File: config.mk
export PLATFORM = sky130hd
export DESIGN_NAME = nta_ctrl
export DESIGN_NICKNAME = d
export VERILOG_FILES = /design/src/hw/rtl/nta_pkg.sv /design/src/hw/rtl/nta_ctrl.sv
export SDC_FILE = /design/constraint.sdc
export NUM_CORES = 1
export LEC_CHECK = 0
export BUFFER_PORTS_ARGS = -buffer_cell sky130_fd_sc_hd__buf_4
export CAP_MARGIN = 20
export CORE_AREA = 10 10 47 49
export CTS_CLUSTER_SIZE = 20
export DETAILED_ROUTE_END_ITERATION = 12
export DIE_AREA = 0 0 57 59
export GPL_TIMING_DRIVEN = 1
export HOLD_SLACK_MARGIN = 0.1
export PLACE_DENSITY_LB_ADDON = 0.2
export SKIP_LAST_GASP = 1
export SYNTH_ARGS = -nofsm -noshare
export SYNTH_HDL_FRONTEND = slang
export SYNTH_SLANG_ARGS = --single-unit
File: constraint.sdc
create_clock -name i_clk -period 2.8 [get_ports i_clk]
set_input_delay 0.84 -clock i_clk [delete_from_list [all_inputs] [get_ports i_clk]]
set_output_delay 0.84 -clock i_clk [all_outputs]
set_load 0.02 [all_outputs]
File: src/hw/rtl/nta_pkg.sv
// Package with the types, codes and sizes of the node table.
package nta_pkg;

    localparam int ENTRIES = 64;
    localparam int IDX_W   = $clog2(ENTRIES);

    localparam logic [1:0] OP_INSERT = 2'd0;
    localparam logic [1:0] OP_LOOKUP = 2'd1;
    localparam logic [1:0] OP_TICK   = 2'd2;
    localparam logic [1:0] OP_PURGE  = 2'd3;

    localparam logic [2:0] ST_UPDATED      = 3'd0;
    localparam logic [2:0] ST_INSERTED     = 3'd1;
    localparam logic [2:0] ST_FOUND        = 3'd2;
    localparam logic [2:0] ST_NOT_FOUND    = 3'd3;
    localparam logic [2:0] ST_FULL_OR_DONE = 3'd4;

    localparam logic [15:0] TIMEOUT_RESET = 16'd15;

    typedef struct packed {
        logic [1:0]  operation;
        logic [31:0] ip_address;
        logic [15:0] port;
        logic [15:0] cpu_available;
        logic [15:0] memory_available;
        logic [15:0] gpu_available;
    } t_in_item;

    typedef struct packed {
        logic [2:0]  status;
        logic [15:0] port_value;
    } t_out_item;

    typedef enum logic [1:0] {
        S_IDLE,
        S_SCAN,
        S_DRAIN,
        S_COMMIT
    } t_state;

    typedef struct packed {
        logic load;
        logic scan;
        logic commit;
    } t_cmd;

    typedef struct packed {
        logic in_tick;
        logic scan_last;
        logic out_free;
    } t_sts;

endpackage

File: src/hw/rtl/nta_ctrl.sv
// Controller state machine that sequences accept, table walk and commit.
module nta_ctrl (
    input  logic          i_clk,
    input  logic          i_rst_n,
    input  logic          i_in_valid,
    input  nta_pkg::t_sts i_sts,
    output logic          o_in_ready,
    output nta_pkg::t_cmd o_cmd
);

    nta_pkg::t_state r_state;
    nta_pkg::t_state n_state;
    logic            w_accept;

    assign w_accept = i_in_valid && o_in_ready;

    always_ff @(posedge i_clk) begin
        if (!i_rst_n) begin
            r_state <= nta_pkg::S_IDLE;
        end else begin
            r_state <= n_state;
        end
    end

    always_comb begin
        n_state = r_state;
        case (r_state)
            nta_pkg::S_IDLE: begin
                if (w_accept) begin
                    n_state = i_sts.in_tick ? nta_pkg::S_COMMIT : nta_pkg::S_SCAN;
                end
            end
            nta_pkg::S_SCAN: begin
                if (i_sts.scan_last) begin
                    n_state = nta_pkg::S_DRAIN;
                end
            end
            nta_pkg::S_DRAIN:  n_state = nta_pkg::S_COMMIT;
            nta_pkg::S_COMMIT: n_state = nta_pkg::S_IDLE;
            default:           n_state = nta_pkg::S_IDLE;
        endcase
    end

    always_comb begin
        o_in_ready   = 1'b0;
        o_cmd.scan   = 1'b0;
        o_cmd.commit = 1'b0;
        case (r_state)
            nta_pkg::S_IDLE:   o_in_ready   = i_sts.out_free;
            nta_pkg::S_SCAN:   o_cmd.scan   = 1'b1;
            nta_pkg::S_DRAIN:  o_cmd.scan   = 1'b0;
            nta_pkg::S_COMMIT: o_cmd.commit = 1'b1;
            default:           o_in_ready   = 1'b0;
        endcase
        o_cmd.load = i_in_valid && o_in_ready;
    end

endmodule

* Yosys cells after proc, flatten, opt, wreduce, memory -nomap -nowiden
Index checks and enable logic that the tools add are counted.
** Word-level totals
- RAM bits :: 0
- Memory bits (read-only) :: 0
- Output and inout port bits :: 4
- Register bits :: 2
- Memories kept :: 0
- Input port bits :: 6
- Latch bits :: 0
- Logic and storage cells :: 16
** Operators by class
- Mux-type cells :: 7
- Div/mod/pow operators :: 0
- Magnitude comparators :: 0
- Reductions and logical operators :: 3
- Multipliers :: 0
- Shifts and indexed selects :: 0
- Eq/ne operators :: 5
- $add $sub $neg :: 0
- Bitwise gates (word level) :: 0
** Operators by type and width (number)
- 2-bit case mux with 4 select lines :: 1
- 2-bit two-way mux :: 3
- 2-bit == test (second input constant) :: 2
- 2-bit != test (second input constant) :: 2
- 1-bit two-way mux :: 3
- 2-bit by 1-bit == test with 1-bit output (second input constant) :: 1
- 2-bit zero test :: 1
- 2-bit AND reduction :: 1
- 1-bit logical AND :: 1

* Depth between registers and ports, before layout
Gate-level depths: netlist (run 1).
- Depth in word-level cells :: 5
- Mapped depth :: 5
- Mapped depth without buffers :: 5

* Least setup slack after synthesis (run 1)
No wires, ideal clock.
- Path type :: input -> output
- Start :: input i_in_valid
- End :: output o_cmd[2] (netlist name)
- Arrival :: 1.140 ns
- Stages :: 2
- Required time :: 1.960 ns
- Path slack :: 0.820 ns
- Path buffers :: 1
- Cell sequence :: and3_1 -> buf_4
** RTL lines
- from (decl) :: line nta_ctrl.sv:5 : input logic i_in_valid,
- to (decl) :: line nta_ctrl.sv:8 : output nta_pkg::t_cmd o_cmd

==> impl_metrics.ini, run 1 <==
[clocking]
postCtsResizedCells = 0
cts-buffers-inserted = 3
clk_latency_ps = 220
ctsLongestPathBuffers = 2
cts.sinks = 2
htreeDepth = 1
cts.hold.buffers_added = 0
root_buffer = clkbuf_4
cts_tree = done
clk_pin_slew_worst_paths_ps = 30
postCtsSetupBuffers = 0

[placed_design]
placed_cells = 44
io_buffers = 9
place_area_um2 = 278
gp_congestion = 0.742
hpwl_um = 389
post-place-ws_ps = 694

[power_and_ir_drop]
power_leakage_nw = 0.152
p_per_area_nw_per_um2 = 952
irDropWorstVdd_v = 0.000226
total_power_mw = 0.286

[finish]
num-nets-final = 44
finalInstanceArea_um2 = 300
syn_to_final_growth_pct = 51.9
largestRegisters = r_state: 2 flops
final_layout_size_suffix_gt1_frac = 0.484
utilization = 0.214
regMostFlops = r_state
largest_reg_flops = 2
n_antenna_cell = 0
final_cell_count_no_fill = 47

[grt]
grt_pass1_vias = 203
grt_usage = 0.0319
grt_pass1_wl_um = 834
antenna_found_initial = 0
grt_max_degree = 5
grt-ovfl-total = 0

[sta]
setup_viol = 0
slew_violations = 0
setup_tns_ps = 0
fin_ws_ps = 695
slew_headroom = 0.717
post-route-period-util = 0.752
clock.fmax_mhz = 475
max_slew.worst_pin.slew_ps = 421
hold_slack_ps = 707
rsz0062_at_grt = false
fin_crit_ps = 2100
skew_ps = 1.39
hold_viol = 0

[logic_synthesis]
avgSynthCellArea_um2 = 9.88
yosysUniqueCellTypes = 12
synth.net_count = 31
ys_ff_latch = 2
netlist_instances = 20
yosysWarnings = 0
ys_seq_area_frac = 0.203
syn_area_um2 = 198

[drt]
vias = 176
wl_per_cell_um = 9.94
drc_errors = 0
drtAntennaViolNets = 0
post_drt_via_cell_ratio = 3.74
drt_iter0_markers = 0
wirelength_um = 467
drt_first_pass_iters = 1

[worst_setup_path]
crit_fanout = 2
cp.required_ps = 1960
critPathMostFrequentCell = buf_4
cp_slowest_cell = and3_1
end_kind = output port
crit_start = i_in_valid
slowest_delay_ps = 160
path_delay_family = buffers and inverters
crit_type = primary input to output port
crit_chain = buf_4 -> and3_1 -> buf_4
crit_buf_inv = 2
cp.arrival_ps = 1260
start_kind = primary input
rr_startpoint = r_state[0]

[floorplanning]
die_w_um = 57
ios = 10
rows = 14
floorplan.initialDensity = 0.141
die_area_um2 = 3360
core_um2 = 1400
chipHeight_um = 59

[run]
drv_cap = 0

[min_path]
holdCritStartpoint = r_state[1]
hold_path.class = register to register

[outcome]
status = finished clean
worst min-delay path, cell delays in order (launching register included):
cell,delay (ps)
dfxtp_1,310
inv_1,120
o21ai_0,100
o311a_2,130
power by group:
part	switching, mW	total [mW]	internal [mW]
Combinational	0.0859	0.171	0.0854
Sequential	0.00975	0.0518	0.0420
Clock	0.0157	0.0629	0.0472
Yosys cell counts:
cell	instances	share of area
a21boi_0	1	0.038
inv_1	2	0.038
o311a_2	1	0.057
nor2b_4	1	0.070
dfxtp_1	2	0.20
or4_1	1	0.038
and3_1	2	0.063
and2_1	1	0.032
buf_4	1	0.038
o21ai_0	2	0.051
mux2_2	1	0.057
ha_1	5	0.32
cell usage in the layout, fill, tap and decap left out:
master	synthesis	final
buf_4	1	9
inv_1	2	2
and2_1	1	1
nor2b_4	1	1
o21ai_0	2	2
and3_1	2	2
or4_1	1	1
ha_1	5	5
mux2_2	1	1
a21boi_0	1	1
clkbuf_4	0	3
o311a_2	1	1
dfxtp_1	2	2
layout make-up:
cell class                      count  area, um2
Clock buffer                        3       22.5
Fill cell                         157       1100
Inverter                            2       7.51
Multi-Input combinational cell     15        143
Sequential cell                     2       40.0
Tap cell                           16       20.0
Timing Repair Buffer                9       67.6
per-layer routing:
layer	up-vias	routed length, um	global-route usage
met5	-	0	0
met4	0	6	0.0302
met3	2	43	0.0236
met2	6	221	0.0465
met1	74	195	0.0284
li1	94	-	-
cells by family (layout without fill, tap and decap cells):
kind of cell             count (synthesis)  count (layout)  share of synthesized area
AND/OR/NAND/NOR                          5               5                      0.203
buffers and inverters                    3              14                     0.0760
flip-flops                               2               2                      0.203
multiplexers                             1               1                     0.0570
adder cells (fa/ha/maj)                  5               5                      0.316
AO/OA/AOI/OAI                            4               4                      0.146
final timing paths:
kind | slack (ps) | cells past startpoint | end
worst max-delay path | 700 | 3 | o_cmd[2]
worst min-delay path | 710 | 3 | r_state[1]
worst max register to register | 1240 | 5 | r_state[0]
worst min register to register | 710 | 3 | r_state[1]
(Power assumes the default switching activity.)
==> run 2, diff against run 1 <==
==> constraint.sdc (replaced) <==
create_clock -name i_clk -period 1.8 [get_ports i_clk]
set_input_delay 0.54 -clock i_clk [delete_from_list [all_inputs] [get_ports i_clk]]
set_output_delay 0.54 -clock i_clk [all_outputs]
set_load 0.02 [all_outputs]
==> impl_metrics.ini, run 2 (synthesized netlist as in run 1, its figures left out) <==
[outcome]
status = finished clean

[sta]
setup_viol = 0
clock.fmax_mhz = 581
rsz0062_at_grt = false
post-route-period-util = 0.956
hold_slack_ps = 563
setup_tns_ps = 0
skew_ps = 2.85
slew_headroom = 0.733
max_slew.worst_pin.slew_ps = 398
slew_violations = 0
hold_viol = 0
fin_crit_ps = 1720

[worst_setup_path]
start_kind = register
cp.arrival_ps = 1180
cp.required_ps = 1260
crit_start = r_state[0]
rr_startpoint = r_state[0]
end_kind = output port
crit_fanout = 4
crit_type = register to output port

[grt]
antenna_found_initial = 0
globalRouteMet3Util = 0.0172
grt_pass1_vias = 212
grt-busiest-layer = met2
grt_max_degree = 5
grt_util_met2 = 0.0512
grt_pass1_wl_um = 862
met1_usage = 0.0343
grt-ovfl-total = 0
grt_usage = 0.0341

[power_and_ir_drop]
power_leakage_nw = 0.152
irDropWorstVdd_v = 0.000368
p_per_area_nw_per_um2 = 1490

[drt]
vias = 176
wirelength_um = 484
post_drt_via_cell_ratio = 3.74
drtAntennaViolNets = 0
drc_errors = 0
drt_first_pass_iters = 1
drt_iter0_markers = 0
wl_per_cell_um = 10.3

[finish]
largest_reg_flops = 2
final_cell_mix = buf_4 (9), ha_1 (5), clkbuf_4 (3)
regMostFlops = r_state
largestRegisters = r_state: 2 flops
n_antenna_cell = 0
final_common_cell = buf_4
finalInstanceArea_um2 = 300
num-nets-final = 44
syn_to_final_growth_pct = 51.9
final_layout_size_suffix_gt1_frac = 0.484

[placed_design]
hpwl_um = 409
place_area_um2 = 278
gp_congestion = 0.733
io_buffers = 9

[min_path]
hold_path.class = primary input to register
holdCritStartpoint = i_rst_n

[clocking]
htreeDepth = 1
postCtsResizedCells = 0
clk_latency_ps = 220
cts-buffers-inserted = 3
clk_pin_slew_worst_paths_ps = 30
cts.sinks = 2
cts.hold.buffers_added = 0
cts_tree = done
ctsLongestPathBuffers = 2
postCtsSetupBuffers = 0
root_buffer = clkbuf_4

[floorplanning]
rows = 14
core_um2 = 1400
ios = 10
die_area_um2 = 3360
floorplan.initialDensity = 0.141
chipHeight_um = 59
die_w_um = 57

[run]
drv_cap = 0
==> run 2: cell counts in the layout (fill, tap and decap cells not counted) <==
Identical to the previous run, type by type.
==> run 2: final cells by class <==
type                       count  area (um2)
clock buffer                   3        22.5
fill                         167        1100
inverter                       2        7.51
multi-input combinational     15         143
sequential                     2        40.0
tap                           16        20.0
timing repair buffer           9        67.6
==> run 2: final timing paths <==
check,slack (ps),endpoint,cells after the start
setup / recovery,80,o_cmd[2],4
hold / removal,560,r_state[0],2
setup reg to reg,230,r_state[0],5
hold reg to reg,700,r_state[0],3
==> run 2: through the flow <==
step                      worst slack (ps)  utilization  total power [mW]  std cells
after floorplan                        242            -             0.275         20
after global routing                  9.11        0.214             0.504         47
final                                 79.6        0.214             0.448         47
after global placement                 259        0.198             0.346         44
after CTS                             57.5        0.214             0.465         47
after detailed placement               239        0.198             0.357         44
==> run 2: critical path, cell delays in order (launching register included) <==
cell	delay, ps
dfxtp_1	350
inv_1	100
ha_1	220
and3_1	140
buf_4	150
==> run 2: power breakdown <==
group | leakage (nW) | switching [mW] | total [mW] | internal [mW]
Clock | 0.0138 | 0.0248 | 0.0983 | 0.0735
Sequential | 0.0167 | 0.0156 | 0.0810 | 0.0654
Combinational | 0.122 | 0.136 | 0.269 | 0.133
==> run 2: layer usage <==
metal  routed length (um)  share of wire
met1                  204           0.42
met2                  244           0.50
met3                   35          0.072
met4                    0              0
met5                    0              0
==> run 3, diff against run 2 <==
--- a/config.mk
+++ b/config.mk
@@ -7,6 +7,8 @@
 export LEC_CHECK = 0
 export BUFFER_PORTS_ARGS = -buffer_cell sky130_fd_sc_hd__buf_4
 export CAP_MARGIN = 20
+export CELL_PAD_IN_SITES_DETAIL_PLACEMENT = 1
+export CELL_PAD_IN_SITES_GLOBAL_PLACEMENT = 2
 export CORE_AREA = 10 10 47 49
 export CTS_CLUSTER_SIZE = 20
 export DETAILED_ROUTE_END_ITERATION = 12
==> impl_metrics.ini, run 3 (synthesized netlist as in run 1, its figures left out) <==
[placed_design]
io_buffers = 9
place_area_um2 = 278
gp_congestion = 0.650
hpwl_um = 453

[grt]
antenna_found_initial = 0
grt_usage = 0.0358
grt-ovfl-total = 0
grt_pass1_wl_um = 917
grt_max_degree = 5
grt_pass1_vias = 223

[finish]
syn_to_final_growth_pct = 53.2
final_common_cell = buf_4
utilization = 0.216
largest_reg_flops = 2
n_antenna_cell = 0
num-nets-final = 44
regMostFlops = r_state
finalInstanceArea_um2 = 303
final_cell_mix = buf_4 (9), ha_1 (4), clkbuf_4 (3)
largestRegisters = r_state: 2 flops
final_layout_size_suffix_gt1_frac = 0.516

[drt]
drt_first_pass_iters = 2
wirelength_um = 522
wl_per_cell_um = 11.1
post_drt_via_cell_ratio = 3.77
routed-wl-met3_um = 47
wl_met2_um = 289
drc_errors = 0
top_layer = met3
drtAntennaViolNets = 0
vias = 177
drt_iter0_markers = 3
m1WireLength_um = 186

[min_path]
min_path_cells = 2
holdCritStartpoint = i_rst_n
holdPathEnd = r_state[0]
hold_path.class = primary input to register

[clocking]
postCtsResizedCells = 0
htreeDepth = 1
root_buffer = clkbuf_4
clk_pin_slew_worst_paths_ps = 30
cts_tree = done
cts.hold.buffers_added = 0
clk_latency_ps = 220
ctsLongestPathBuffers = 2
cts-buffers-inserted = 3
postCtsSetupBuffers = 0
cts.sinks = 2

[power_and_ir_drop]
irDropWorstVdd_v = 0.000477
power_leakage_nw = 0.151
p_per_area_nw_per_um2 = 1480

[sta]
post-route-period-util = 0.945
hold_viol = 0
rsz0062_at_grt = false
clock.fmax_mhz = 588
slew_headroom = 0.740
hold_slack_ps = 575
setup_tns_ps = 0
max_slew.worst_pin.slew_ps = 386
setup_viol = 0
slew_violations = 0
skew_ps = 0.474
fin_crit_ps = 1700

[worst_setup_path]
r2r-end = r_state[0]
cp.required_ps = 1260
crit_fanout = 4
start_kind = register
crit_start = r_state[0]
end_kind = output port
reg2reg_depth = 5
cp.arrival_ps = 1160
crit_type = register to output port
rrSetupSlack_ps = 260
rr_startpoint = r_state[0]

[floorplanning]
die_w_um = 57
ios = 10
rows = 14
chipHeight_um = 59
die_area_um2 = 3360
core_um2 = 1400
floorplan.initialDensity = 0.141

[outcome]
status = finished clean

[run]
drv_cap = 0
[run 3: cell counts in the layout (fill, tap and decap cells not counted)]
No cell type changed its count.
[run 3: layout make-up]
cell class | instances | area [um2]
Fill cell | 177 | 1100
Multi-Input combinational cell | 15 | 145
Timing Repair Buffer | 9 | 67.6
Sequential cell | 2 | 40.0
Clock buffer | 3 | 22.5
Tap cell | 16 | 20.0
Inverter | 2 | 7.51
[run 3: power by group]
part | leakage [nW] | internal, mW | total (mW) | switching [mW]
logic | 0.120 | 0.135 | 0.271 | 0.137
registers | 0.0167 | 0.0654 | 0.0806 | 0.0153
clock network | 0.0138 | 0.0734 | 0.0969 | 0.0234
[run 3: critical path: stages (launching register included)]
cell and delay [ps]:
dfxtp_1 350, inv_1 100, ha_2 200, and3_1 140, buf_4 150
[run 3: through the flow]
step	setup slack (ps)	total power, mW	std cells
3_5_place_dp	213	0.359	44
6_report	98.9	0.449	47
2_1_floorplan	242	0.275	20
4_1_cts	40.9	0.463	47
5_1_grt	27.7	0.510	47
3_3_place_gp	248	0.354	44
[run 3: worst max-delay path by stage]
stage	to	slack, ps	cells after the start
floorplan	r_state[0]	240	5
global placement	r_state[0]	250	5
detailed placement	r_state[0]	210	5
CTS	o_cmd[2]	40	4
global route	o_cmd[2]	30	4
finish	o_cmd[2]	100	4
[run 3: metal layers]
layer / track usage / vias to the layer above
met5: 0 / -
met4: 0.0201 / 0
met3: 0.0300 / 0
met2: 0.0605 / 5
met1: 0.0284 / 80
li1: - / 92
